### src/hw/rtl/crs_pkg.sv
package crs_pkg;

  // Coordinate format of the rope points and of the curve points.
  localparam int unsigned COORD_WIDTH = 32;

  // Width of the subdivision count register.
  localparam int unsigned SUB_W = 5;

  // Working width of the cubic coefficients and of the Horner accumulator.
  // Five guard bits cover the largest coefficient and every partial sum.
  localparam int unsigned COEF_W = COORD_WIDTH + 5;

  // Register port layout: 32-bit data, word addressed, one register.
  localparam int unsigned DATA_W = 32;
  localparam int unsigned ADDR_W = 3;
  localparam int unsigned IDX_W  = ADDR_W - 2;

  localparam logic [IDX_W-1:0] REG_SUBDIVISIONS = '0;
  localparam logic [SUB_W-1:0] SUBDIV_RESET     = SUB_W'(1);

  // One rope control point.
  typedef struct packed {
    logic signed [COORD_WIDTH-1:0] point_x;
    logic signed [COORD_WIDTH-1:0] point_y;
    logic signed [COORD_WIDTH-1:0] point_z;
    logic                          final_point;
  } in_req_t;

  // One curve point.
  typedef struct packed {
    logic signed [COORD_WIDTH-1:0] curve_x;
    logic signed [COORD_WIDTH-1:0] curve_y;
    logic signed [COORD_WIDTH-1:0] curve_z;
    logic                          run_last;
    logic                          rope_end;
  } out_req_t;

  // One operation of the shared multiply-add unit.
  typedef struct packed {
    logic signed [COEF_W-1:0] acc;
    logic signed [COEF_W-1:0] addend;
    logic                     half;
  } mac_op_t;

endpackage

### src/hw/rtl/catmull_rom_subdivider.sv
// Catmull-Rom rope subdivider with one shared multiply-add unit.
// Per request: the divider forms 2^F/S, then per segment the coefficients are loaded and per
// curve point come three Horner products and a store per coordinate and a hand-over of the
// point; the rope's end point is handed over last. Output stalls hold the hand-overs.
// A new request is stalled until the block is idle again. Reset: asynchronous, active low;
// subdivisions back to 1.
module catmull_rom_subdivider #(
  parameter int unsigned FRAC_BITS  = 16,
  parameter int unsigned MAX_SUBDIV = 16
) (
  input  logic                       clk_i,
  input  logic                       rst_ni,
  input  logic                       in_valid_i,
  output logic                       in_stall_o,
  input  crs_pkg::in_req_t           in_req_i,
  output logic                       out_valid_o,
  input  logic                       out_stall_i,
  output crs_pkg::out_req_t          out_req_o,
  input  logic                       psel,
  input  logic                       penable,
  input  logic                       pwrite,
  input  logic [crs_pkg::ADDR_W-1:0] paddr,
  input  logic [crs_pkg::DATA_W-1:0] pwdata,
  output logic [crs_pkg::DATA_W-1:0] prdata,
  output logic                       pready
);

  localparam int unsigned W     = crs_pkg::COORD_WIDTH;
  localparam int unsigned SubW  = crs_pkg::SUB_W;
  localparam int unsigned CoefW = crs_pkg::COEF_W;
  localparam logic [SubW-1:0] MaxSub = SubW'(MAX_SUBDIV);

  typedef enum logic [5:0] {
    ST_IDLE  = 6'b000001,
    ST_DIV   = 6'b000010,
    ST_COEF  = 6'b000100,
    ST_MAC   = 6'b001000,
    ST_EMIT  = 6'b010000,
    ST_FINAL = 6'b100000
  } state_e;

  // Which four points make up the current segment.
  typedef enum logic [1:0] {
    SEG_FULL,   // window 0,1,2 and the new point
    SEG_HEAD,   // first segment, first point doubled
    SEG_TAIL,   // last segment, end point doubled
    SEG_SHORT   // two-point rope
  } seg_e;

  typedef enum logic [1:0] {
    K_CUBIC,
    K_SQUARE,
    K_LINEAR,
    K_STORE
  } step_e;

  function automatic logic signed [CoefW-1:0] sext_c(input logic signed [W-1:0] v);
    return {{(CoefW-W){v[W-1]}}, v};
  endfunction

  state_e state_q, state_d;
  seg_e   segk_q, segk_d;
  step_e  k_q, k_d;
  logic [1:0]         c_q, c_d;
  logic [1:0]         ps_q, ps_d;
  logic [SubW-1:0]    j_q, j_d;
  logic [SubW-1:0]    r_q, r_d;
  logic [FRAC_BITS:0] t_q, t_d;
  logic               out_valid_q, out_valid_d;

  logic [SubW-1:0]    subs_q;
  crs_pkg::in_req_t   in_q;
  crs_pkg::out_req_t  out_q;
  logic signed [W-1:0]     win_q [3][3];
  logic signed [W-1:0]     b_q   [3];
  logic signed [W-1:0]     res_q [3];
  logic signed [CoefW-1:0] a3_q  [3];
  logic signed [CoefW-1:0] a2_q  [3];
  logic signed [CoefW-1:0] a1_q  [3];

  logic [SubW-1:0]    cfg_subs;
  logic [SubW-1:0]    subs_eff;
  logic               in_acc;
  logic               out_free;
  logic               emit_fire;
  logic               final_fire;
  logic               shift_win;
  logic               last_j;
  logic               is_tail;
  logic               div_busy;
  logic [FRAC_BITS:0] q0;
  logic [SubW-1:0]    r0;
  logic [SubW:0]      r_sum;
  logic               r_ge;

  logic signed [W-1:0]     cur [3];
  logic signed [W-1:0]     pa [3];
  logic signed [W-1:0]     pb [3];
  logic signed [W-1:0]     pc [3];
  logic signed [W-1:0]     pd [3];
  logic signed [CoefW-1:0] bmc [3];
  logic signed [CoefW-1:0] a3_c [3];
  logic signed [CoefW-1:0] a2_c [3];
  logic signed [CoefW-1:0] a1_c [3];

  crs_pkg::mac_op_t        mac_op;
  logic                    mac_en;
  logic signed [CoefW-1:0] mac_y;

  // Configuration register.
  crs_regs u_regs (
    .clk_i          (clk_i),
    .rst_ni         (rst_ni),
    .psel           (psel),
    .penable        (penable),
    .pwrite         (pwrite),
    .paddr          (paddr),
    .pwdata         (pwdata),
    .prdata         (prdata),
    .pready         (pready),
    .subdivisions_o (cfg_subs)
  );

  // Zero counts as one, large counts saturate.
  always_comb begin
    if (cfg_subs == '0) begin
      subs_eff = SubW'(1);
    end else if (cfg_subs > MaxSub) begin
      subs_eff = MaxSub;
    end else begin
      subs_eff = cfg_subs;
    end
  end

  assign in_acc     = in_valid_i && (state_q == ST_IDLE);
  assign in_stall_o = (state_q != ST_IDLE);
  assign out_free   = !out_valid_q || !out_stall_i;
  assign emit_fire  = (state_q == ST_EMIT) && out_free;
  assign final_fire = (state_q == ST_FINAL) && out_free;
  assign last_j     = (j_q == (subs_q - SubW'(1)));
  assign is_tail    = (segk_q == SEG_TAIL) || (segk_q == SEG_SHORT);

  // Step of the curve parameter: 2^F / S with its remainder.
  crs_recip #(
    .FRAC_BITS (FRAC_BITS)
  ) u_recip (
    .clk_i     (clk_i),
    .rst_ni    (rst_ni),
    .start_i   (in_acc),
    .divisor_i (subs_eff),
    .busy_o    (div_busy),
    .quot_o    (q0),
    .rem_o     (r0)
  );

  // Incremental t = floor(j * 2^F / S): add the quotient, carry the remainder.
  assign r_sum = {1'b0, r_q} + {1'b0, r0};
  assign r_ge  = (r_sum >= {1'b0, subs_q});

  // Point selection for the current segment.
  assign cur[0] = in_q.point_x;
  assign cur[1] = in_q.point_y;
  assign cur[2] = in_q.point_z;

  always_comb begin
    for (int ci = 0; ci < 3; ci++) begin
      case (segk_q)
        SEG_FULL: begin
          pa[ci] = win_q[0][ci];
          pb[ci] = win_q[1][ci];
          pc[ci] = win_q[2][ci];
          pd[ci] = cur[ci];
        end
        SEG_HEAD: begin
          pa[ci] = win_q[1][ci];
          pb[ci] = win_q[1][ci];
          pc[ci] = win_q[2][ci];
          pd[ci] = cur[ci];
        end
        SEG_TAIL: begin
          pa[ci] = win_q[1][ci];
          pb[ci] = win_q[2][ci];
          pc[ci] = cur[ci];
          pd[ci] = cur[ci];
        end
        default: begin
          pa[ci] = win_q[2][ci];
          pb[ci] = win_q[2][ci];
          pc[ci] = cur[ci];
          pd[ci] = cur[ci];
        end
      endcase
    end
  end

  // Cubic coefficients: A3 = -a+3b-3c+d, A2 = 2a-5b+4c-d, A1 = c-a.
  always_comb begin
    for (int ci = 0; ci < 3; ci++) begin
      bmc[ci]  = sext_c(pb[ci]) - sext_c(pc[ci]);
      a3_c[ci] = (sext_c(pd[ci]) - sext_c(pa[ci])) + ((bmc[ci] <<< 1) + bmc[ci]);
      a2_c[ci] = ((sext_c(pa[ci]) <<< 1) - sext_c(pd[ci]))
               + ((sext_c(pc[ci]) <<< 2) - ((sext_c(pb[ci]) <<< 2) + sext_c(pb[ci])));
      a1_c[ci] = sext_c(pc[ci]) - sext_c(pa[ci]);
    end
  end

  // Operand selection for the shared multiply-add unit (Horner steps).
  always_comb begin
    mac_op.half = 1'b0;
    case (k_q)
      K_CUBIC: begin
        mac_op.acc    = a3_q[c_q];
        mac_op.addend = a2_q[c_q];
      end
      K_SQUARE: begin
        mac_op.acc    = mac_y;
        mac_op.addend = a1_q[c_q];
      end
      default: begin
        mac_op.acc    = mac_y;
        mac_op.addend = sext_c(b_q[c_q]);
        mac_op.half   = 1'b1;
      end
    endcase
  end

  assign mac_en = (state_q == ST_MAC) && (k_q != K_STORE);

  crs_mac #(
    .FRAC_BITS (FRAC_BITS)
  ) u_mac (
    .clk_i (clk_i),
    .en_i  (mac_en),
    .op_i  (mac_op),
    .t_i   (t_q[FRAC_BITS-1:0]),
    .y_o   (mac_y)
  );

  // Sequencer.
  always_comb begin
    state_d   = state_q;
    segk_d    = segk_q;
    k_d       = k_q;
    c_d       = c_q;
    ps_d      = ps_q;
    j_d       = j_q;
    r_d       = r_q;
    t_d       = t_q;
    shift_win = 1'b0;
    case (state_q)
      ST_IDLE: begin
        if (in_valid_i) begin
          state_d = ST_DIV;
        end
      end
      ST_DIV: begin
        if (!div_busy) begin
          if (ps_q == 2'd3) begin
            segk_d  = SEG_FULL;
            state_d = ST_COEF;
          end else if (ps_q == 2'd2) begin
            segk_d  = SEG_HEAD;
            state_d = ST_COEF;
          end else if (in_q.final_point && (ps_q == 2'd1)) begin
            segk_d  = SEG_SHORT;
            state_d = ST_COEF;
          end else if (in_q.final_point) begin
            state_d = ST_FINAL;
          end else begin
            shift_win = 1'b1;
            ps_d      = ps_q + 2'd1;
            state_d   = ST_IDLE;
          end
        end
      end
      ST_COEF: begin
        k_d     = K_CUBIC;
        c_d     = '0;
        j_d     = '0;
        r_d     = '0;
        t_d     = '0;
        state_d = ST_MAC;
      end
      ST_MAC: begin
        if (k_q == K_STORE) begin
          k_d = K_CUBIC;
          if (c_q == 2'd2) begin
            state_d = ST_EMIT;
          end else begin
            c_d = c_q + 2'd1;
          end
        end else begin
          k_d = step_e'(k_q + 2'd1);
        end
      end
      ST_EMIT: begin
        if (out_free) begin
          k_d = K_CUBIC;
          c_d = '0;
          j_d = j_q + SubW'(1);
          t_d = t_q + q0 + {{FRAC_BITS{1'b0}}, r_ge};
          r_d = r_ge ? SubW'(r_sum - {1'b0, subs_q}) : r_sum[SubW-1:0];
          if (!last_j) begin
            state_d = ST_MAC;
          end else if (in_q.final_point && !is_tail) begin
            segk_d  = SEG_TAIL;
            state_d = ST_COEF;
          end else if (in_q.final_point) begin
            state_d = ST_FINAL;
          end else begin
            shift_win = 1'b1;
            ps_d      = (ps_q == 2'd3) ? ps_q : ps_q + 2'd1;
            state_d   = ST_IDLE;
          end
        end
      end
      ST_FINAL: begin
        if (out_free) begin
          ps_d    = '0;
          state_d = ST_IDLE;
        end
      end
      default: begin
        state_d = ST_IDLE;
      end
    endcase
  end

  // Output valid: set on a new result, cleared when the request is taken.
  always_comb begin
    if (emit_fire || final_fire) begin
      out_valid_d = 1'b1;
    end else if (out_valid_q && !out_stall_i) begin
      out_valid_d = 1'b0;
    end else begin
      out_valid_d = out_valid_q;
    end
  end

  // Control registers.
  always_ff @(posedge clk_i or negedge rst_ni) begin
    if (!rst_ni) begin
      state_q     <= ST_IDLE;
      segk_q      <= SEG_FULL;
      k_q         <= K_CUBIC;
      c_q         <= '0;
      ps_q        <= '0;
      j_q         <= '0;
      r_q         <= '0;
      t_q         <= '0;
      out_valid_q <= 1'b0;
    end else begin
      state_q     <= state_d;
      segk_q      <= segk_d;
      k_q         <= k_d;
      c_q         <= c_d;
      ps_q        <= ps_d;
      j_q         <= j_d;
      r_q         <= r_d;
      t_q         <= t_d;
      out_valid_q <= out_valid_d;
    end
  end

  // Captured request, point window, coefficients and results.
  always_ff @(posedge clk_i) begin
    if (in_acc) begin
      in_q   <= in_req_i;
      subs_q <= subs_eff;
    end
    if (shift_win) begin
      for (int ci = 0; ci < 3; ci++) begin
        win_q[0][ci] <= win_q[1][ci];
        win_q[1][ci] <= win_q[2][ci];
        win_q[2][ci] <= cur[ci];
      end
    end
    if (state_q == ST_COEF) begin
      for (int ci = 0; ci < 3; ci++) begin
        a3_q[ci] <= a3_c[ci];
        a2_q[ci] <= a2_c[ci];
        a1_q[ci] <= a1_c[ci];
        b_q[ci]  <= pb[ci];
      end
    end
    if ((state_q == ST_MAC) && (k_q == K_STORE)) begin
      res_q[c_q] <= mac_y[W-1:0];
    end
  end

  // Output register.
  always_ff @(posedge clk_i) begin
    if (emit_fire) begin
      out_q.curve_x  <= res_q[0];
      out_q.curve_y  <= res_q[1];
      out_q.curve_z  <= res_q[2];
      out_q.run_last <= last_j && !in_q.final_point;
      out_q.rope_end <= 1'b0;
    end else if (final_fire) begin
      out_q.curve_x  <= in_q.point_x;
      out_q.curve_y  <= in_q.point_y;
      out_q.curve_z  <= in_q.point_z;
      out_q.run_last <= 1'b1;
      out_q.rope_end <= 1'b1;
    end
  end

  assign out_valid_o = out_valid_q;
  assign out_req_o   = out_q;

endmodule

### src/hw/rtl/crs_regs.sv
module crs_regs (
  input  logic                         clk_i,
  input  logic                         rst_ni,
  input  logic                         psel,
  input  logic                         penable,
  input  logic                         pwrite,
  input  logic [crs_pkg::ADDR_W-1:0]   paddr,
  input  logic [crs_pkg::DATA_W-1:0]   pwdata,
  output logic [crs_pkg::DATA_W-1:0]   prdata,
  output logic                         pready,
  output logic [crs_pkg::SUB_W-1:0]    subdivisions_o
);

  localparam int unsigned SubW  = crs_pkg::SUB_W;
  localparam int unsigned DataW = crs_pkg::DATA_W;
  localparam int unsigned AddrW = crs_pkg::ADDR_W;

  logic [crs_pkg::IDX_W-1:0] reg_idx;
  logic                      wr_en;
  logic [SubW-1:0]           subs_q;

  // The register index is the word address.
  assign reg_idx = paddr[AddrW-1:2];
  assign wr_en   = psel && penable && pwrite;
  assign pready  = 1'b1;

  // Subdivision count register; writes to other addresses are dropped.
  always_ff @(posedge clk_i or negedge rst_ni) begin
    if (!rst_ni) begin
      subs_q <= crs_pkg::SUBDIV_RESET;
    end else if (wr_en && (reg_idx == crs_pkg::REG_SUBDIVISIONS)) begin
      subs_q <= pwdata[SubW-1:0];
    end
  end

  // Read back.
  always_comb begin
    if (reg_idx == crs_pkg::REG_SUBDIVISIONS) begin
      prdata = {{(DataW-SubW){1'b0}}, subs_q};
    end else begin
      prdata = '0;
    end
  end

  assign subdivisions_o = subs_q;

endmodule

### src/hw/rtl/crs_recip.sv
module crs_recip #(
  parameter int unsigned FRAC_BITS = 16
) (
  input  logic                      clk_i,
  input  logic                      rst_ni,
  input  logic                      start_i,
  input  logic [crs_pkg::SUB_W-1:0] divisor_i,
  output logic                      busy_o,
  output logic [FRAC_BITS:0]        quot_o,
  output logic [crs_pkg::SUB_W-1:0] rem_o
);

  // Restoring division of 2^FRAC_BITS by the subdivision count, one
  // quotient bit per cycle, most significant bit first.
  localparam int unsigned SubW  = crs_pkg::SUB_W;
  localparam int unsigned CntW  = $clog2(FRAC_BITS + 2);
  localparam logic [CntW-1:0] Steps = CntW'(FRAC_BITS + 1);

  logic              busy_q;
  logic [CntW-1:0]   cnt_q;
  logic [SubW-1:0]   div_q;
  logic [SubW-1:0]   rem_q;
  logic [FRAC_BITS:0] quot_q;

  logic              bit_in;
  logic [SubW:0]     rem_ext;
  logic              ge;
  logic [SubW-1:0]   rem_nx;

  // The dividend is a single one followed by zeros.
  assign bit_in  = (cnt_q == Steps);
  assign rem_ext = {rem_q, bit_in};
  assign ge      = (rem_ext >= {1'b0, div_q});
  assign rem_nx  = ge ? SubW'(rem_ext - {1'b0, div_q}) : rem_ext[SubW-1:0];

  // Step counter and busy flag.
  always_ff @(posedge clk_i or negedge rst_ni) begin
    if (!rst_ni) begin
      busy_q <= 1'b0;
      cnt_q  <= '0;
    end else if (start_i) begin
      busy_q <= 1'b1;
      cnt_q  <= Steps;
    end else if (busy_q) begin
      cnt_q <= cnt_q - CntW'(1);
      if (cnt_q == CntW'(1)) begin
        busy_q <= 1'b0;
      end
    end
  end

  // Partial remainder and quotient.
  always_ff @(posedge clk_i) begin
    if (start_i) begin
      div_q <= divisor_i;
      rem_q <= '0;
    end else if (busy_q) begin
      rem_q  <= rem_nx;
      quot_q <= {quot_q[FRAC_BITS-1:0], ge};
    end
  end

  assign busy_o = busy_q;
  assign quot_o = quot_q;
  assign rem_o  = rem_q;

endmodule

### src/hw/rtl/crs_mac.sv
module crs_mac #(
  parameter int unsigned FRAC_BITS = 16
) (
  input  logic                             clk_i,
  input  logic                             en_i,
  input  crs_pkg::mac_op_t                 op_i,
  input  logic [FRAC_BITS-1:0]             t_i,
  output logic signed [crs_pkg::COEF_W-1:0] y_o
);

  // y = floor(acc * t / 2^F) + addend, or with one extra halving, registered.
  localparam int unsigned CoefW = crs_pkg::COEF_W;
  localparam int unsigned ProdW = CoefW + FRAC_BITS + 1;

  logic signed [ProdW-1:0] prod;
  logic signed [ProdW-1:0] shifted;
  logic signed [CoefW-1:0] y_d;
  logic signed [CoefW-1:0] y_q;

  assign prod    = $signed(op_i.acc) * $signed({1'b0, t_i});
  assign shifted = op_i.half ? (prod >>> (FRAC_BITS + 1)) : (prod >>> FRAC_BITS);
  assign y_d     = $signed(shifted[CoefW-1:0]) + $signed(op_i.addend);

  always_ff @(posedge clk_i) begin
    if (en_i) begin
      y_q <= y_d;
    end
  end

  assign y_o = y_q;

endmodule
### config.mk
export PLATFORM = sky130hd
export DESIGN_NAME = catmull_rom_subdivider
export DESIGN_NICKNAME = d
export VERILOG_FILES = /design/src/hw/rtl/crs_pkg.sv /design/src/hw/rtl/catmull_rom_subdivider.sv /design/src/hw/rtl/crs_regs.sv /design/src/hw/rtl/crs_recip.sv /design/src/hw/rtl/crs_mac.sv
export SDC_FILE = /design/constraint.sdc
export NUM_CORES = 2
export LEC_CHECK = 0
export BUFFER_PORTS_ARGS = -buffer_cell sky130_fd_sc_hd__buf_2
export CAP_MARGIN = 20
export CELL_PAD_IN_SITES_DETAIL_PLACEMENT = 0
export CELL_PAD_IN_SITES_GLOBAL_PLACEMENT = 1
export CORE_MARGIN = 3
export CORE_UTILIZATION = 40
export CTS_BUF_LIST = sky130_fd_sc_hd__clkbuf_16
export DETAILED_ROUTE_END_ITERATION = 16
export PLACE_DENSITY_LB_ADDON = 0.1
export SETUP_SLACK_MARGIN = 0.2
export SYNTH_ARGS = -nofsm -noshare
export SYNTH_HDL_FRONTEND = slang
export SYNTH_SLANG_ARGS = --single-unit
### constraint.sdc
create_clock -name clk_i -period 30.1 [get_ports clk_i]
set_input_delay 1.505 -clock clk_i [delete_from_list [all_inputs] [get_ports clk_i]]
set_output_delay 1.505 -clock clk_i [all_outputs]
set_load 0.005 [all_outputs]
==> metrics.cfg <==
[timing]
skew_ps = 46.8
hold_ws_ps = 458
worst_pin_slew_ps = 1200
tns_ps = 0
period_needed_ps = 12770
finalMaxSlewViolations = 0
rsz0062_at_grt = no
final_hold_viol_count = 0
max_freq_ghz = 0.0783
relSlewSlack = 0.203
setup_violations = 0
min_period_over_period = 0.424

[worst_setup_path]
startpoint = k_q[1]$_DFFE_PN0P_
r2r_cells = 36
worstPathRequired_ps = 30640
r2r_setup_slack_ps = 17330
worstReg2RegStart = k_q[1]$_DFFE_PN0P_
slowest_stage = a22o_1
cp_max_fo = 37
startpoint_type = register
crit_type = register to register
critPathArrivalTime_ps = 13310
worst_setup_path_end_kind = register
crit_top_cell = fa_1
crit_path_max_incr_delay_ps = 1020
r2r-end = u_mac.y_o[35]$_DFFE_PP_

[grt]
grt_util_all_layers = 0.259
grt_pass1_vias = 71900
grt_pass1_wl_microns = 482000
antenna_found_initial = 21
grt.overflow.total = 0
grt_max_degree = 152

[die]
rows = 181
design.die.area_sq_um = 253000
core_area_sq_um = 244000
fp.dieW_microns = 503
io_pins = 272
die_y_microns = 503
initial_core_util = 0.404

[run_status]
status = complete, no violations

[drt]
drc = 0
vias = 69600
drt-total-wl_microns = 325000
ant_nets = 0
vias_per_cell = 5.39
wl_per_cell_microns = 25.2
drt-pass1-iter-count = 6
drt_iter0_drc = 5123

[worst_hold_path]
worstHoldEndpoint = u_recip.quot_o[12]$_DFFE_PP_
min_path_cells = 0
hold_path_class = register to register
hp-start = u_recip.quot_o[11]$_DFFE_PP_

[cells_and_area]
multiInputGateArea_sq_um = 58700
utilization = 0.444
drive_above_1_share = 0.0933
final_nets = 11400
seq_area_sq_um = 33000
fillers = 23300
area_growth_pct = 9.80

[yosys]
syn_area_sq_um = 98700
yosysWarnings = 0
synth.most_common_cell = inv_1
synth_enable_flop_cells = 1050
synth_cell_types = 100
ys_seq_elements = 1108
synth_commonest_cells = 1592 x inv_1, 1067 x fa_1, 1050 x edfxtp_1
synth_seq_area_share = 0.334
yosys.area.top_type = edfxtp_1
syn-instance-count = 9395
synth_area_leaders = edfxtp_1 32%, fa_1 22%, ha_1 8.0%, inv_1 6.1%, nand2_1 3.4%
synth_ff_type = edfxtp_1
avgSynthCellArea_sq_um = 10.5
synthArstFlopShare = 0.0469
synth_top_cell_area_share = 0.319

[placed_design]
dp.final_hpwl_microns = 258000
numPortBuffers = 214
globalplace.congestion = 0.903

[clock_network]
cts_resized = 0
numCtsBuffers = 138
clk_latency_ps = 830
hold_buffers = 0
cts.clk_slew.worst_paths_ps = 60
cts_tree = yes
post_cts_buffers = 0
root_buffer = clkbuf_16
clockBufferDepth = 3
cts.sinks = 1108
ctsHtreeMaxLevel = 4

[flow_run]
max_cap_violations = 0

## critical path: cells and delay by family (launching register included)
family | cells | cell delay (ps)
compound gates | 14 | 5030
fa+ha+maj | 9 | 4060
buf+inv | 7 | 1370
flops | 1 | 410
simple gates | 6 | 1510
## flip-flops by register name, indices dropped and copies added, names as in the netlist, 6 cells and up
signal,cells
res_q,96
cur,96
a1_q,99
win_q,288
a2_q,111
out_req_o,98
t_q,16
u_mac.y_o,37
state_q,6
a3_q,108
b_q,96
u_recip.quot_o,16
## worst max-delay path by stage
| stage | cells past startpoint | slack, ps | end |
|---|---|---|---|
| after floorplan | 10 | 15170 | win_q[0][0]$_DFFE_PP_ |
| after global placement | 34 | 17630 | u_mac.y_o[35]$_DFFE_PP_ |
| after detailed placement | 34 | 17530 | u_mac.y_o[35]$_DFFE_PP_ |
| after CTS | 36 | 17430 | u_mac.y_o[35]$_DFFE_PP_ |
| after global routing | 35 | 16980 | u_mac.y_o[35]$_DFFE_PP_ |
| final | 36 | 17330 | u_mac.y_o[35]$_DFFE_PP_ |
## stage by stage
step	worst slack [ps]	instances	cell area (sq um)
final	17330	12900	108000
after floorplan	15170	9421	98800
after CTS	17430	12900	108000
after detailed placement	17530	12600	104000
after global placement	17630	12600	104000
after global routing	16980	12900	108000
## cell usage in the layout (no fill, tap or decap), types with 25 or more instances in the layout
cell | netlist | final
inv_1 | 1592 | 1609
fa_1 | 1067 | 1067
edfxtp_1 | 1050 | 1050
nand2_1 | 887 | 885
ha_1 | 629 | 625
o21ai_0 | 461 | 461
a21oi_1 | 414 | 414
nor2_1 | 322 | 317
xnor2_1 | 308 | 308
mux2_2 | 262 | 262
and2_1 | 238 | 238
a21o_1 | 226 | 226
buf_2 | 10 | 215
clkbuf_16 | 0 | 138
a22oi_1 | 132 | 132
nand3_1 | 126 | 126
xor2_1 | 123 | 123
buf_4 | 28 | 122
nor3_1 | 110 | 110
mux2i_1 | 87 | 87
a211oi_1 | 78 | 77
o21bai_1 | 76 | 76
o21a_1 | 72 | 72
nand2b_1 | 70 | 70
nor2b_1 | 65 | 65
a31oi_1 | 63 | 63
and3_1 | 55 | 52
a22o_1 | 49 | 49
dfrtp_1 | 50 | 43
o211ai_1 | 35 | 35
o21ai_1 | 35 | 35
o31ai_1 | 28 | 28
conb_1 | 2 | 28
clkinv_2 | 0 | 27
or3_1 | 26 | 26
nand4_1 | 25 | 25
clkinv_1 | 1 | 25
## cell type report
class | count | share of cell area
Multi-Input combinational cell | 6399 | 0.541
Antenna cell | 5 | 0.000115
Timing Repair Buffer | 346 | 0.0199
Clock buffer | 138 | 0.0319
Tap cell | 3202 | 0.0370
Inverter | 1593 | 0.0553
Sequential cell | 1108 | 0.304
Clock inverter | 113 | 0.0103
## logic make-up (layout without fill, tap and decap cells)
logic type	after synthesis	count (layout)	synth area share
muxes	349	349	0.0387
adders and majority gates	1696	1696	0.296
and+or+nand+nor	2026	2026	0.0960
AOI/OAI and AO/OA	1869	1869	0.123
xor gates and xnor gates	431	431	0.0382
DFF	1108	1108	0.334
other	2	33	0.0000761
buffers and inverters	1914	2190	0.0740
## layer usage
layer,global-route usage,part of all wire,vias up,wire [microns]
met5,0,0.00012,-,40
met4,0.0736,0.030,6,9890
met3,0.0309,0.045,349,14800
met2,0.433,0.48,1736,156000
met1,0.354,0.44,35500,145000
li1,-,-,32000,-
Power is not shown: default switching activity piles up to over one toggle a cycle in this logic, so the estimate is an artifact.
